File: src/rtl/dplru_pkg.sv
// Package: constants, status codes and opcodes for the demand-paging LRU frame unit.
`default_nettype none

package dplru_pkg;

    // Geometry of the paging unit
    localparam int LINES_PER_PAGE    = 4;
    localparam int FRAME_COUNT       = 8;
    localparam int NUM_PROGRAMS      = 4;
    localparam int PAGES_PER_PROGRAM = 32;

    localparam int OFS_W     = $clog2(LINES_PER_PAGE);
    localparam int FRAME_W   = $clog2(FRAME_COUNT);
    localparam int PROG_W    = $clog2(NUM_PROGRAMS);
    localparam int PAGE_W    = $clog2(PAGES_PER_PROGRAM);
    localparam int MAP_DEPTH = NUM_PROGRAMS * PAGES_PER_PROGRAM;
    localparam int MAP_AW    = $clog2(MAP_DEPTH);
    localparam int STAMP_W   = 64;

    // Field widths of the stream words
    localparam int LINE_W  = 7;
    localparam int PLINE_W = 8;
    localparam int SLOT_W  = 5;

    // Result status codes
    typedef enum logic [2:0] {
        ST_HIT         = 3'd0,
        ST_FAULT_FREE  = 3'd1,
        ST_FAULT_EVICT = 3'd2,
        ST_RANGE       = 3'd3,
        ST_NO_FREE     = 3'd4,
        ST_PRESENT     = 3'd5
    } status_t;

    // Request kinds
    typedef enum logic {
        OP_ACCESS  = 1'b0,
        OP_PRELOAD = 1'b1
    } op_t;

endpackage

`default_nettype wire

File: src/rtl/demand_paging_lru_frames.sv
// Top level: demand-paging unit with per-program page table and LRU frame replacement.
//
// Each input word is a line access or a page preload; each produces exactly one result
// word. An out-of-range request, a hit or a preload of a mapped page takes its result
// from the lookup state, after the page-table read that is registered at acceptance. A
// miss, or a preload that needs a frame, goes on from the lookup state to a scan: the
// frame table is scanned one frame per cycle through a single 64-bit stamp comparator
// (8 frames), which finds the lowest free frame and the least recently used frame, then
// the fill state fills the chosen frame (a preload finding no free frame fills none).
// A new word is taken only once the unit is idle again, so no word is taken before the
// last one is through. A finished result sits in the output register while the next
// word is worked on; the decision or fill cycle of that next word waits while the
// previous result has not been taken. The page table is a memory with registered read;
// its valid bits are flip-flops cleared at reset, so no clearing pass is needed.
`default_nettype none

module demand_paging_lru_frames (
    input  wire logic        aclk,
    input  wire logic        aresetn,
    // input stream
    input  wire logic        s_tvalid,
    output logic             s_tready,
    input  wire logic [23:0] s_tdata,   // program_id[1:0], line_no[8:2],
                                        // page_number[13:9], program_lines[21:14]
    input  wire logic [0:0]  s_tuser,   // opcode[0]
    // result stream
    output logic             m_tvalid,
    input  wire logic        m_tready,
    output logic [15:0]      m_tdata,   // frame_index[2:0], slot_address[7:3],
                                        // evict_prog[9:8], evict_page[14:10]
    output logic [2:0]       m_tuser    // status[2:0]
);
    import dplru_pkg::*;

    typedef enum logic [3:0] {
        S_IDLE   = 4'b0001,
        S_LOOKUP = 4'b0010,
        S_SCAN   = 4'b0100,
        S_FILL   = 4'b1000
    } state_t;

    state_t state_reg;

    // input word fields
    op_t                in_op;
    logic [PROG_W-1:0]  in_prog;
    logic [LINE_W-1:0]  in_line;
    logic [PAGE_W-1:0]  in_pnum;
    logic [PLINE_W-1:0] in_plines;
    logic [PLINE_W:0]   in_npages;
    logic [PAGE_W-1:0]  in_page;
    logic               in_range_bad;
    logic [MAP_AW-1:0]  in_map_addr;
    logic               s_accept;

    // request registers
    op_t               op_reg;
    logic [PROG_W-1:0] prog_reg;
    logic [PAGE_W-1:0] page_reg;
    logic [OFS_W-1:0]  offs_reg;
    logic              range_bad_reg;

    // page table: frame memory plus valid flops
    logic [FRAME_W-1:0] map_mem [MAP_DEPTH];
    logic [MAP_DEPTH-1:0] map_valid_reg;
    logic [MAP_DEPTH-1:0] map_valid_next;
    logic [FRAME_W-1:0] map_frame_reg;
    logic               map_hit_reg;
    logic               map_wr_en;
    logic [FRAME_W-1:0] fill_idx;

    // frame table
    logic [FRAME_COUNT-1:0] frame_busy_reg;
    logic [PROG_W-1:0]      frame_owner_reg [FRAME_COUNT];
    logic [PAGE_W-1:0]      frame_page_reg  [FRAME_COUNT];
    logic [STAMP_W-1:0]     frame_stamp_reg [FRAME_COUNT];
    logic [STAMP_W-1:0]     use_clock_reg;
    logic [STAMP_W-1:0]     use_clock_next;

    // scan registers
    logic [FRAME_W-1:0] scan_idx_reg;
    logic               free_found_reg;
    logic [FRAME_W-1:0] free_idx_reg;
    logic [STAMP_W-1:0] best_stamp_reg;
    logic [FRAME_W-1:0] best_idx_reg;
    logic [PROG_W-1:0]  best_owner_reg;
    logic [PAGE_W-1:0]  best_page_reg;
    logic               scan_older;

    // result registers
    logic               m_tvalid_reg;
    status_t            m_status_reg;
    logic [FRAME_W-1:0] m_frame_reg;
    logic [SLOT_W-1:0]  m_slot_reg;
    logic [PROG_W-1:0]  m_vprog_reg;
    logic [PAGE_W-1:0]  m_vpage_reg;
    logic               out_free;
    logic               res_load;

    // result of the current step
    logic               res_valid;
    status_t            res_status;
    logic [FRAME_W-1:0] res_frame;
    logic [SLOT_W-1:0]  res_slot;
    logic [PROG_W-1:0]  res_vprog;
    logic [PAGE_W-1:0]  res_vpage;

    // unpack and range-check the incoming word
    assign in_op     = op_t'(s_tuser[0]);
    assign in_prog   = s_tdata[1:0];
    assign in_line   = s_tdata[8:2];
    assign in_pnum   = s_tdata[13:9];
    assign in_plines = s_tdata[21:14];
    assign in_npages = ({1'b0, in_plines} + (PLINE_W+1)'(LINES_PER_PAGE - 1)) >> OFS_W;
    assign in_page   = (in_op == OP_PRELOAD) ? in_pnum : PAGE_W'(in_line >> OFS_W);

    always_comb begin
        if (in_op == OP_PRELOAD) begin
            in_range_bad = ((PLINE_W+1)'(in_pnum) >= in_npages);
        end else begin
            in_range_bad = ({1'b0, in_line} >= in_plines);
        end
    end

    assign in_map_addr = {in_prog, in_page};
    assign s_tready    = (state_reg == S_IDLE);
    assign s_accept    = s_tvalid && s_tready;

    // output register can take a new result this cycle
    assign out_free = !m_tvalid_reg || m_tready;
    assign res_load = res_valid && out_free;

    assign use_clock_next = use_clock_reg + STAMP_W'(1);
    assign scan_older     = (frame_stamp_reg[scan_idx_reg] < best_stamp_reg);
    assign fill_idx       = free_found_reg ? free_idx_reg : best_idx_reg;
    assign map_wr_en      = (state_reg == S_FILL) && out_free
                            && (free_found_reg || op_reg == OP_ACCESS);

    // valid bits after a fill: drop the victim's mapping, then map the new page
    always_comb begin
        map_valid_next = map_valid_reg;
        if (!free_found_reg) begin
            map_valid_next[{best_owner_reg, best_page_reg}] = 1'b0;
        end
        map_valid_next[{prog_reg, page_reg}] = 1'b1;
    end

    // page-table memory: registered read at accept, write on fill
    always_ff @(posedge aclk) begin
        if (s_accept) begin
            map_frame_reg <= map_mem[in_map_addr];
        end
        if (map_wr_en) begin
            map_mem[{prog_reg, page_reg}] <= fill_idx;
        end
    end

    // result selection for the decision states
    always_comb begin
        res_valid  = 1'b0;
        res_status = ST_RANGE;
        res_frame  = '0;
        res_slot   = '0;
        res_vprog  = '0;
        res_vpage  = '0;
        unique case (state_reg)
            S_LOOKUP: begin
                if (range_bad_reg) begin
                    res_valid  = 1'b1;
                    res_status = ST_RANGE;
                end else if (map_hit_reg) begin
                    res_valid = 1'b1;
                    res_frame = map_frame_reg;
                    if (op_reg == OP_PRELOAD) begin
                        res_status = ST_PRESENT;
                    end else begin
                        res_status = ST_HIT;
                        res_slot   = {map_frame_reg, offs_reg};
                    end
                end
            end
            S_FILL: begin
                res_valid = 1'b1;
                if (free_found_reg) begin
                    res_status = ST_FAULT_FREE;
                    res_frame  = free_idx_reg;
                end else if (op_reg == OP_PRELOAD) begin
                    res_status = ST_NO_FREE;
                end else begin
                    res_status = ST_FAULT_EVICT;
                    res_frame  = best_idx_reg;
                    res_vprog  = best_owner_reg;
                    res_vpage  = best_page_reg;
                end
            end
            S_IDLE, S_SCAN: begin
                res_valid = 1'b0;
            end
            default: begin
                res_valid = 1'b0;
            end
        endcase
    end

    // sequencer, frame table and page-table valid bits
    always_ff @(posedge aclk) begin
        if (!aresetn) begin
            state_reg      <= S_IDLE;
            map_valid_reg  <= '0;
            frame_busy_reg <= '0;
            use_clock_reg  <= '0;
            free_found_reg <= 1'b0;
            scan_idx_reg   <= '0;
            map_hit_reg    <= 1'b0;
            for (int i = 0; i < FRAME_COUNT; i++) begin
                frame_owner_reg[i] <= '0;
                frame_page_reg[i]  <= '0;
                frame_stamp_reg[i] <= '0;
            end
        end else begin
            unique case (state_reg)
                S_IDLE: begin
                    if (s_accept) begin
                        op_reg        <= in_op;
                        prog_reg      <= in_prog;
                        page_reg      <= in_page;
                        offs_reg      <= in_line[OFS_W-1:0];
                        range_bad_reg <= in_range_bad;
                        map_hit_reg   <= map_valid_reg[in_map_addr];
                        state_reg     <= S_LOOKUP;
                    end
                end
                S_LOOKUP: begin
                    if (range_bad_reg) begin
                        if (out_free) begin
                            state_reg <= S_IDLE;
                        end
                    end else if (map_hit_reg) begin
                        // hit refreshes the stamp; a preload leaves it alone
                        if (out_free) begin
                            if (op_reg == OP_ACCESS) begin
                                use_clock_reg                  <= use_clock_next;
                                frame_stamp_reg[map_frame_reg] <= use_clock_next;
                            end
                            state_reg <= S_IDLE;
                        end
                    end else begin
                        scan_idx_reg   <= '0;
                        free_found_reg <= 1'b0;
                        state_reg      <= S_SCAN;
                    end
                end
                S_SCAN: begin
                    // lowest free frame
                    if (!frame_busy_reg[scan_idx_reg] && !free_found_reg) begin
                        free_found_reg <= 1'b1;
                        free_idx_reg   <= scan_idx_reg;
                    end
                    // oldest stamp, lower index wins ties
                    if (scan_idx_reg == '0 || scan_older) begin
                        best_stamp_reg <= frame_stamp_reg[scan_idx_reg];
                        best_idx_reg   <= scan_idx_reg;
                        best_owner_reg <= frame_owner_reg[scan_idx_reg];
                        best_page_reg  <= frame_page_reg[scan_idx_reg];
                    end
                    if (scan_idx_reg == FRAME_W'(FRAME_COUNT - 1)) begin
                        state_reg <= S_FILL;
                    end else begin
                        scan_idx_reg <= scan_idx_reg + FRAME_W'(1);
                    end
                end
                S_FILL: begin
                    if (out_free) begin
                        if (map_wr_en) begin
                            map_valid_reg             <= map_valid_next;
                            frame_busy_reg[fill_idx]  <= 1'b1;
                            frame_owner_reg[fill_idx] <= prog_reg;
                            frame_page_reg[fill_idx]  <= page_reg;
                            frame_stamp_reg[fill_idx] <= use_clock_next;
                            use_clock_reg             <= use_clock_next;
                        end
                        state_reg <= S_IDLE;
                    end
                end
                default: begin
                    state_reg <= S_IDLE;
                end
            endcase
        end
    end

    // output register
    always_ff @(posedge aclk) begin
        if (!aresetn) begin
            m_tvalid_reg <= 1'b0;
        end else if (res_load) begin
            m_tvalid_reg <= 1'b1;
        end else if (m_tready) begin
            m_tvalid_reg <= 1'b0;
        end
    end

    always_ff @(posedge aclk) begin
        if (res_load) begin
            m_status_reg <= res_status;
            m_frame_reg  <= res_frame;
            m_slot_reg   <= res_slot;
            m_vprog_reg  <= res_vprog;
            m_vpage_reg  <= res_vpage;
        end
    end

    assign m_tvalid = m_tvalid_reg;
    assign m_tuser  = m_status_reg;
    assign m_tdata  = {1'b0, m_vpage_reg, m_vprog_reg, m_slot_reg, m_frame_reg};

    // checks
    a_result_held: assert property (@(posedge aclk) disable iff (!aresetn)
        (m_tvalid && !m_tready) |=> (m_tvalid && $stable(m_tdata) && $stable(m_tuser)))
        else $error("result word changed while waiting");

    a_accept_to_lookup: assert property (@(posedge aclk) disable iff (!aresetn)
        s_accept |=> state_reg == S_LOOKUP)
        else $error("accepted word did not start a lookup");

    a_clock_step: assert property (@(posedge aclk) disable iff (!aresetn)
        1'b1 |=> (use_clock_reg == $past(use_clock_reg)
               || use_clock_reg == $past(use_clock_reg) + STAMP_W'(1)))
        else $error("use clock moved by more than one");

    a_victim_only_on_evict: assert property (@(posedge aclk) disable iff (!aresetn)
        (m_tvalid_reg && m_status_reg != ST_FAULT_EVICT)
            |-> (m_vprog_reg == '0 && m_vpage_reg == '0))
        else $error("victim reported without eviction");

    a_hit_frame_busy: assert property (@(posedge aclk) disable iff (!aresetn)
        (res_valid && (res_status == ST_HIT || res_status == ST_PRESENT))
            |-> frame_busy_reg[res_frame])
        else $error("page table points at a free frame");

endmodule

`default_nettype wire
File: config.mk
export PLATFORM = sky130hd
export DESIGN_NAME = demand_paging_lru_frames
export DESIGN_NICKNAME = d
export VERILOG_FILES = /design/src/rtl/dplru_pkg.sv /design/src/rtl/demand_paging_lru_frames.sv
export SDC_FILE = /design/constraint.sdc
export NUM_CORES = 2
export LEC_CHECK = 0
export BUFFER_PORTS_ARGS = -buffer_cell sky130_fd_sc_hd__buf_2
export CORE_MARGIN = 2
export CORE_UTILIZATION = 54
export DETAILED_ROUTE_END_ITERATION = 8
export MAX_ROUTING_LAYER = met4
export PLACE_DENSITY = 0.79
export SLEW_MARGIN = 40
export SYNTH_ARGS = -nofsm -noshare
export SYNTH_HDL_FRONTEND = slang
export SYNTH_SLANG_ARGS = --single-unit
File: constraint.sdc
create_clock -name aclk -period 9.2 [get_ports aclk]
set_input_delay 0.46 -clock aclk [delete_from_list [all_inputs] [get_ports aclk]]
set_output_delay 0.46 -clock aclk [all_outputs]
set_load 0.05 [all_outputs]
Word-level counts from Yosys, hierarchy flattened:

Memory sizes are Yosys's and may differ from the RTL's. A register that Yosys moved wholly into a read port is not among the register bits.
Cells that the tools add are included.

* $add $sub $neg: 3
* order comparisons: 11
* eq/ne operators: 16
* mux-type cells: 79
* bitwise logic cells: 8
* reduce and logical (&&, ||, !) cells: 33

Operator list (number)
* two-way mux 64 bit: 8
* AND 128 bit: 1
* two-way mux 128 bit: 1
* NOT 128 bit: 1
* OR 128 bit: 1
* case mux 64 bit (2 select lines): 1
* OR reduction 64 bit: 2
* adder 64 x 1 -> 64 bit, second input constant: 1
* < comparator 64 bit: 1
* two-way mux 3 bit: 19
* two-way mux 1 bit: 31
* < comparator 7 x 8 -> 1 bit, second input constant: 3
* two-way mux 4 bit: 5
* inequality test 2 bit, second input constant: 10
* case mux 3 bit (2 select lines): 3
* case mux 4 bit (4 select lines): 1
* demux 1 bit (select 7 bit): 2
* >= comparator 7 x 1 -> 1 bit, second input constant: 2
* AND reduction 3 bit: 4
* two-way mux 5 bit: 2
* adder 8 x 2 -> 9 bit, second input constant: 1
* >= comparator 7 x 8 -> 1 bit: 1
* logical AND 1 bit: 8
* < comparator 3 x 4 -> 1 bit, second input constant: 2
* 27 further kinds: 39

* bits in registers: 309
* RAM bits: 952
* bits of input ports: 29
* output and inout bits: 21
* logic and storage cells: 175
* memories kept: 4

Memories
* frame_stamp_reg: depth 8, bits a word 64, rd ports 1, clocked after Yosys merged registers in 1, wr ports 8, line demand_paging_lru_frames.sv:76 `logic [STAMP_W-1:0] frame_stamp_reg [FRAME_COUNT];`
* map_mem: depth 128, bits a word 3, rd ports 1, clocked after Yosys merged registers in 1, wr ports 1, line demand_paging_lru_frames.sv:64 `logic [FRAME_W-1:0] map_mem [MAP_DEPTH];`
* frame_page_reg: depth 8, bits a word 5, rd ports 1, clocked after Yosys merged registers in 1, wr ports 8, line demand_paging_lru_frames.sv:75 `logic [PAGE_W-1:0] frame_page_reg [FRAME_COUNT];`
* frame_owner_reg: depth 8, bits a word 2, rd ports 1, clocked after Yosys merged registers in 1, wr ports 8, line demand_paging_lru_frames.sv:74 `logic [PROG_W-1:0] frame_owner_reg [FRAME_COUNT];`

Logic depth before layout (Yosys ltp):

* depth after elaboration: 11
* mapped depth: 14
* depth with buffers taken out: 11

Least setup slack after synthesis:

No wires, ideal clock.

* path kind: reg-to-reg
* start point: reg best_idx_reg[0]
* end point: mem frame_stamp_reg[1][0] (enable)
* library setup time: 0.424 ns
* data arrival time: 8.884 ns
* data required time: 8.776 ns
* slack: -0.107 ns
* stages on the path, launching flop included: 9
* path buffers: 2
* clock period less this slack: 9.307 ns
* path through: edfxtp_1 inv_1 o21ai_0 nand3_1 nand2_1 nand2_1 clkbuf_1 clkbuf_1 nand2_1

RTL lines
* from (decl): line demand_paging_lru_frames.sv:85 `logic [FRAME_W-1:0] best_idx_reg;`
* from (signal assigned): line demand_paging_lru_frames.sv:262 `best_idx_reg <= scan_idx_reg;`
* to (decl): line demand_paging_lru_frames.sv:76

==> impl_results.html <==
<table>
<tr><th>Metric</th><th>Value</th></tr>
<tr><th colspan="2">GRT</th></tr>
<tr><td>Vias in the first global route</td><td>36800</td></tr>
<tr><td>Met2 global-route usage</td><td>42.8%</td></tr>
<tr><td>GR met1 Demand/Resource</td><td>35.5%</td></tr>
<tr><td>Global route total overflow</td><td>0</td></tr>
<tr><td>Met3 routing resource usage after global routing</td><td>about 4.8%</td></tr>
<tr><td>Pin count of the biggest net entering global routing</td><td>170</td></tr>
<tr><td>Antenna violations before repair</td><td>2</td></tr>
<tr><td>Layer with the highest usage</td><td>met2</td></tr>
<tr><td>Overall routing resource usage</td><td>27.4%</td></tr>
<tr><td>Wire length of the first global-routing pass</td><td>215 mm</td></tr>
<tr><th colspan="2">STA</th></tr>
<tr><td>Worst relative slew slack</td><td>37.6%</td></tr>
<tr><td>Transition at the pin with the smallest max-transition slack</td><td>0.934 ns</td></tr>
<tr><td>Post-layout minimum cycle time</td><td>5.70 ns</td></tr>
<tr><td>Slew Viols, Final</td><td>0</td></tr>
<tr><td>Unrepaired setup endpoints after global routing</td><td>no</td></tr>
<tr><td>Worst setup margin</td><td>3.50 ns</td></tr>
<tr><td>Fin crit share</td><td>just over 60%</td></tr>
<tr><td>Post-route worst hold slack</td><td>between 0.05 and 0.06 ns</td></tr>
<tr><td>Post-route clock skew</td><td>0.0333 ns</td></tr>
<tr><td>Achievable clock frequency</td><td>~180 MHz</td></tr>
<tr><td>Hold Fails Final Rpt</td><td>0</td></tr>
<tr><td>Count of endpoints failing setup in the final report</td><td>0</td></tr>
<tr><td>Total Neg Setup Slack</td><td>0 ns</td></tr>
<tr><th colspan="2">Yosys</th></tr>
<tr><td>Area of the mapped netlist</td><td>0.0557 mm²</td></tr>
<tr><td>Number of flip-flops and latches in the synthesized netlist</td><td>1274</td></tr>
<tr><td>Post-synth ARST share</td><td>0%</td></tr>
<tr><td>Top post-synthesis cells by count</td><td>sky130_fd_sc_hd__edfxtp_1 (1061), sky130_fd_sc_hd__nor2_1 (643), sky130_fd_sc_hd__nand2_1 (638), sky130_fd_sc_hd__inv_1 (214), sky130_fd_sc_hd__dfxtp_1 (213)</td></tr>
<tr><td>Main synth FF type</td><td>sky130_fd_sc_hd__edfxtp_1</td></tr>
<tr><td>Seq/Total Area, Yosys</td><td>64.8%</td></tr>
<tr><td>Cell taking the most area after synthesis</td><td>sky130_fd_sc_hd__edfxtp_1</td></tr>
<tr><td>Synthesized area divided by synthesized cell count</td><td>12.4 µm²</td></tr>
<tr><td>Share of the synthesized area in the top cell type</td><td>57.2%</td></tr>
<tr><td>Unique cell type count in the Yosys netlist</td><td>74</td></tr>
<tr><td>Post-synthesis instance total</td><td>4510</td></tr>
<tr><td>Syn nets</td><td>4618</td></tr>
<tr><td>Most numerous cell in the Yosys netlist</td><td>sky130_fd_sc_hd__edfxtp_1</td></tr>
<tr><td>Ys Warns</td><td>0</td></tr>
<tr><td>Cell types occupying the most area after synthesis</td><td>sky130_fd_sc_hd__edfxtp_1 (57%), sky130_fd_sc_hd__dfxtp_1 (7.7%), sky130_fd_sc_hd__mux4_2 (5.8%)</td></tr>
<tr><td>Number of enable flip-flop cells after synthesis</td><td>1061</td></tr>
<tr><th colspan="2">Status</th></tr>
<tr><td>Run status</td><td>completed</td></tr>
<tr><th colspan="2">Min path</th></tr>
<tr><td>Path type of the worst min-delay path</td><td>in -&gt; reg</td></tr>
<tr><th colspan="2">Route</th></tr>
<tr><td>Via count normalized by instance count</td><td>6.19</td></tr>
<tr><td>Average wire length per cell after detail routing</td><td>23.7 µm</td></tr>
<tr><td>Count of unresolved DRC violations after routing</td><td>0</td></tr>
<tr><td>Detailed router's first-iteration violation count</td><td>between 5000 and 6000</td></tr>
<tr><td>Detailed Route WL</td><td>142 mm</td></tr>
<tr><td>First-pass DRT Iterations</td><td>7</td></tr>
<tr><td>Count of antenna-violating nets left after detailed routing</td><td>0</td></tr>
<tr><td>Total number of vias</td><td>between 30000 and 40000</td></tr>
<tr><th colspan="2">Finish</th></tr>
<tr><td>Final core occ</td><td>60.4%</td></tr>
<tr><td>Share of cells above drive strength 1</td><td>13.1%</td></tr>
<tr><td>Area grow syn2layout</td><td>10.6%</td></tr>
<tr><td>Final-stage net count</td><td>4597</td></tr>
<tr><td>Fill cell count</td><td>7531</td></tr>
<tr><td>Fin cells</td><td>5967</td></tr>
<tr><td>Max reg flops</td><td>512</td></tr>
<tr><th colspan="2">Die</th></tr>
<tr><td>Number of primary I/O pins</td><td>50</td></tr>
<tr><td>Initial core utilization</td><td>54.6%</td></tr>
<tr><td>Row count</td><td>approximately 120</td></tr>
<tr><td>Die Y-Extent</td><td>325 µm</td></tr>
<tr><td>Die area</td><td>0.106 mm²</td></tr>
<tr><td>Area inside the core boundary</td><td>0.102 mm²</td></tr>
<tr><td>Die Span X</td><td>325 µm</td></tr>
<tr><th colspan="2">Clocking</th></tr>
<tr><td># clock sinks</td><td>1274</td></tr>
<tr><td>CTS tree</td><td>done</td></tr>
<tr><td>Clock root cell</td><td>sky130_fd_sc_hd__clkbuf_16</td></tr>
<tr><td>Number of clock buffers inserted by TritonCTS</td><td>about 130</td></tr>
<tr><td>Clock-pin slew of the registers on the worst-case setup and hold paths</td><td>roughly 0.060 ns</td></tr>
<tr><td>Number of levels the H-tree was split into</td><td>4</td></tr>
<tr><td>Maximum count of clock buffers along a single path</td><td>3</td></tr>
<tr><td>Post-CTS Setup Inserts</td><td>0</td></tr>
<tr><td>Insertion delay of the later-clocked pin in the worst-skew pair</td><td>around 0.75 ns</td></tr>
<tr><th colspan="2">Placement</th></tr>
<tr><td>Placer's final routability congestion estimate</td><td>slightly above 0.9</td></tr>
<tr><td>Number of buffer cells added on primary ports</td><td>46</td></tr>
<tr><td>Total instance count after detailed placement</td><td>5720</td></tr>
<tr><td>Final HPWL from detailed placement</td><td>approximately 83 mm</td></tr>
<tr><td>Place WS</td><td>about 3.3 ns</td></tr>
<tr><th colspan="2">Setup path</th></tr>
<tr><td>Cell with the biggest individual delay on the critical path</td><td>sky130_fd_sc_hd__dfxtp_4</td></tr>
<tr><td>Type of element capturing the critical path</td><td>flip-flop</td></tr>
<tr><td>Cells traversed along the worst timing path</td><td>buf_12, mux4_2, mux2_2, ha_1, and4_1, nand3_1, nor4b_1, nand2_1, nor3_1, a31oi_1, a31oi_1, nor2_4, buf_6</td></tr>
<tr><td>Crit path to</td><td>best_stamp_reg[34]</td></tr>
<tr><td>Type of the worst setup path</td><td>reg -&gt; reg</td></tr>
<tr><td>Endpoint arrival time on the critical path</td><td>6.11 ns</td></tr>
<tr><td>Path length in cells of the critical path</td><td>13</td></tr>
<tr><td>Endpoint required time on the critical path</td><td>9.60 ns</td></tr>
<tr><td>Number of cells on the worst reg-to-reg path</td><td>13</td></tr>
<tr><td>Startpoint Class</td><td>flip-flop</td></tr>
<tr><td>Number of buffers and inverters on the critical path</td><td>2</td></tr>
<tr><td>Slowest Stage Delay on Critical Path</td><td>0.80 ns</td></tr>
<tr><td>Largest fanout on the critical path</td><td>60</td></tr>
<tr><td>Library cell appearing most often on the critical path</td><td>sky130_fd_sc_hd__a31oi_1</td></tr>
<tr><td>Critical register-to-register path endpoint</td><td>best_stamp_reg[34]</td></tr>
<tr><td>Worst setup slack for register-to-register paths</td><td>3.50 ns</td></tr>
<tr><td>Gate family responsible for the most delay along the worst path</td><td>simple AND/OR/NAND/NOR gates</td></tr>
<tr><th colspan="2">Pwr</th></tr>
<tr><td>Leak Pwr</td><td>22.2 nW</td></tr>
<tr><td>Power density relative to cell area</td><td>195 mW/mm²</td></tr>
<tr><td>Net switching power figure</td><td>between 2 and 3 mW</td></tr>
<tr><td>Internal Dissipation</td><td>9.43 mW</td></tr>
<tr><td>Proportion of power drawn by the clock network</td><td>43.2%</td></tr>
<tr><td>Relative contribution of sequential cells to total power</td><td>between 50% and 60%</td></tr>
<tr><td>Peak ir drop on the vdd network</td><td>0.187 mV</td></tr>
<tr><td>Switching fraction of total power</td><td>21.6%</td></tr>
<tr><td>Power share of the combinational group</td><td>under 10%</td></tr>
<tr><th colspan="2">Job</th></tr>
<tr><td>Max_cap viols</td><td>0</td></tr>
</table>
## kinds of logic (layout without fill, tap and decap cells)
kind of cell             after synthesis  after routing  synth area share, %
AO/OA/AOI/OAI                        523            523                 5.57
AND/OR/NAND/NOR                     1741           1741                 13.7
XOR/XNOR                             118            118                 1.87
other                                  1              2              0.00673
adder cells (fa/ha/maj)               79             79                 1.77
buffers and inverters                483            571                 3.59
flip-flops                          1274           1274                 64.8
multiplexers                         291            291                 8.65
## timing repair
action	in CTS	in global routing
hold buffers	1	0
endpoints found under the hold margin	1	0
gates resized for setup	0	0
## layer usage
metal  wire [µm]  up-vias
met5           0        -
met4        5730        0
met3       16300      445
met2       67000     2277
met1       52500    18100
li1            -    16100
## cells in the final DEF, fill, tap and decap left out, drive strengths merged, types with 6 or more instances in the layout
cell type / netlist / routed
mux2i: 64 / 64
a31oi: 58 / 58
clkinv: 1 / 47
mux2: 83 / 83
edfxtp: 1061 / 1061
buf: 81 / 109
a21oi: 162 / 162
ha: 79 / 79
nor3: 31 / 31
a221oi: 13 / 13
dfxtp: 213 / 213
mux4: 144 / 144
nor2b: 9 / 9
o22ai: 10 / 10
or3: 7 / 7
and2: 82 / 82
o221ai: 15 / 15
and3: 85 / 85
nand2b: 15 / 15
xor2: 63 / 63
clkbuf: 184 / 184
xnor2: 55 / 55
nand4: 50 / 50
a211oi: 9 / 9
a21o: 27 / 27
o21ai: 171 / 171
a32oi: 12 / 12
nor4: 7 / 7
and4: 6 / 6
nor2: 645 / 645
nand3: 135 / 135
a311oi: 10 / 10
inv: 217 / 224
or2: 6 / 6
o32ai: 12 / 12
nand2: 641 / 641
## per-stage QoR
step                power, mW  cell area (µm²)
finish                   12.0            61600
global route             12.3            61600
CTS                      12.0            61500
detailed placement       6.94            57300
global placement         6.91            57200
floorplan                6.75            55700
## area by class of cell
class	instances	area, µm²	area share [%]
Sequential cell	1274	36100	58.6
Multi-Input combinational cell	2753	17900	29.1
Clock buffer	184	3720	6.05
Tap cell	1368	1710	2.78
Inverter	218	833	1.35
Timing Repair Buffer	110	826	1.34
Clock inverter	59	475	0.772
Antenna cell	1	2.50	0.00406
## worst min-delay path by stage
stage | startpoint | to | slack [ns] | depth (start not counted)
after CTS | s_tdata[1] | prog_reg[1] | 0.004 | 1
final | s_tdata[1] | prog_reg[1] | 0.05 | 1
after detailed placement | frame_busy_reg[7] | frame_busy_reg[7] | 0.44 | 1
after global routing | s_tdata[1] | prog_reg[1] | 0.04 | 1
after global placement | frame_busy_reg[6] | frame_busy_reg[6] | 0.43 | 1
after floorplan | frame_busy_reg[2] | frame_busy_reg[2] | 0.42 | 1
## power groups by stage
stage	Sequential [mW]	Combinational, mW	Clock, mW
2_1_floorplan	6.45	0.302	0
3_3_place_gp	6.46	0.456	0
3_5_place_dp	6.47	0.470	0
4_1_cts	6.35	0.474	5.21
5_1_grt	6.35	0.512	5.43
6_report	6.35	0.489	5.19
No activity file was read; power rests on OpenSTA's default activity.
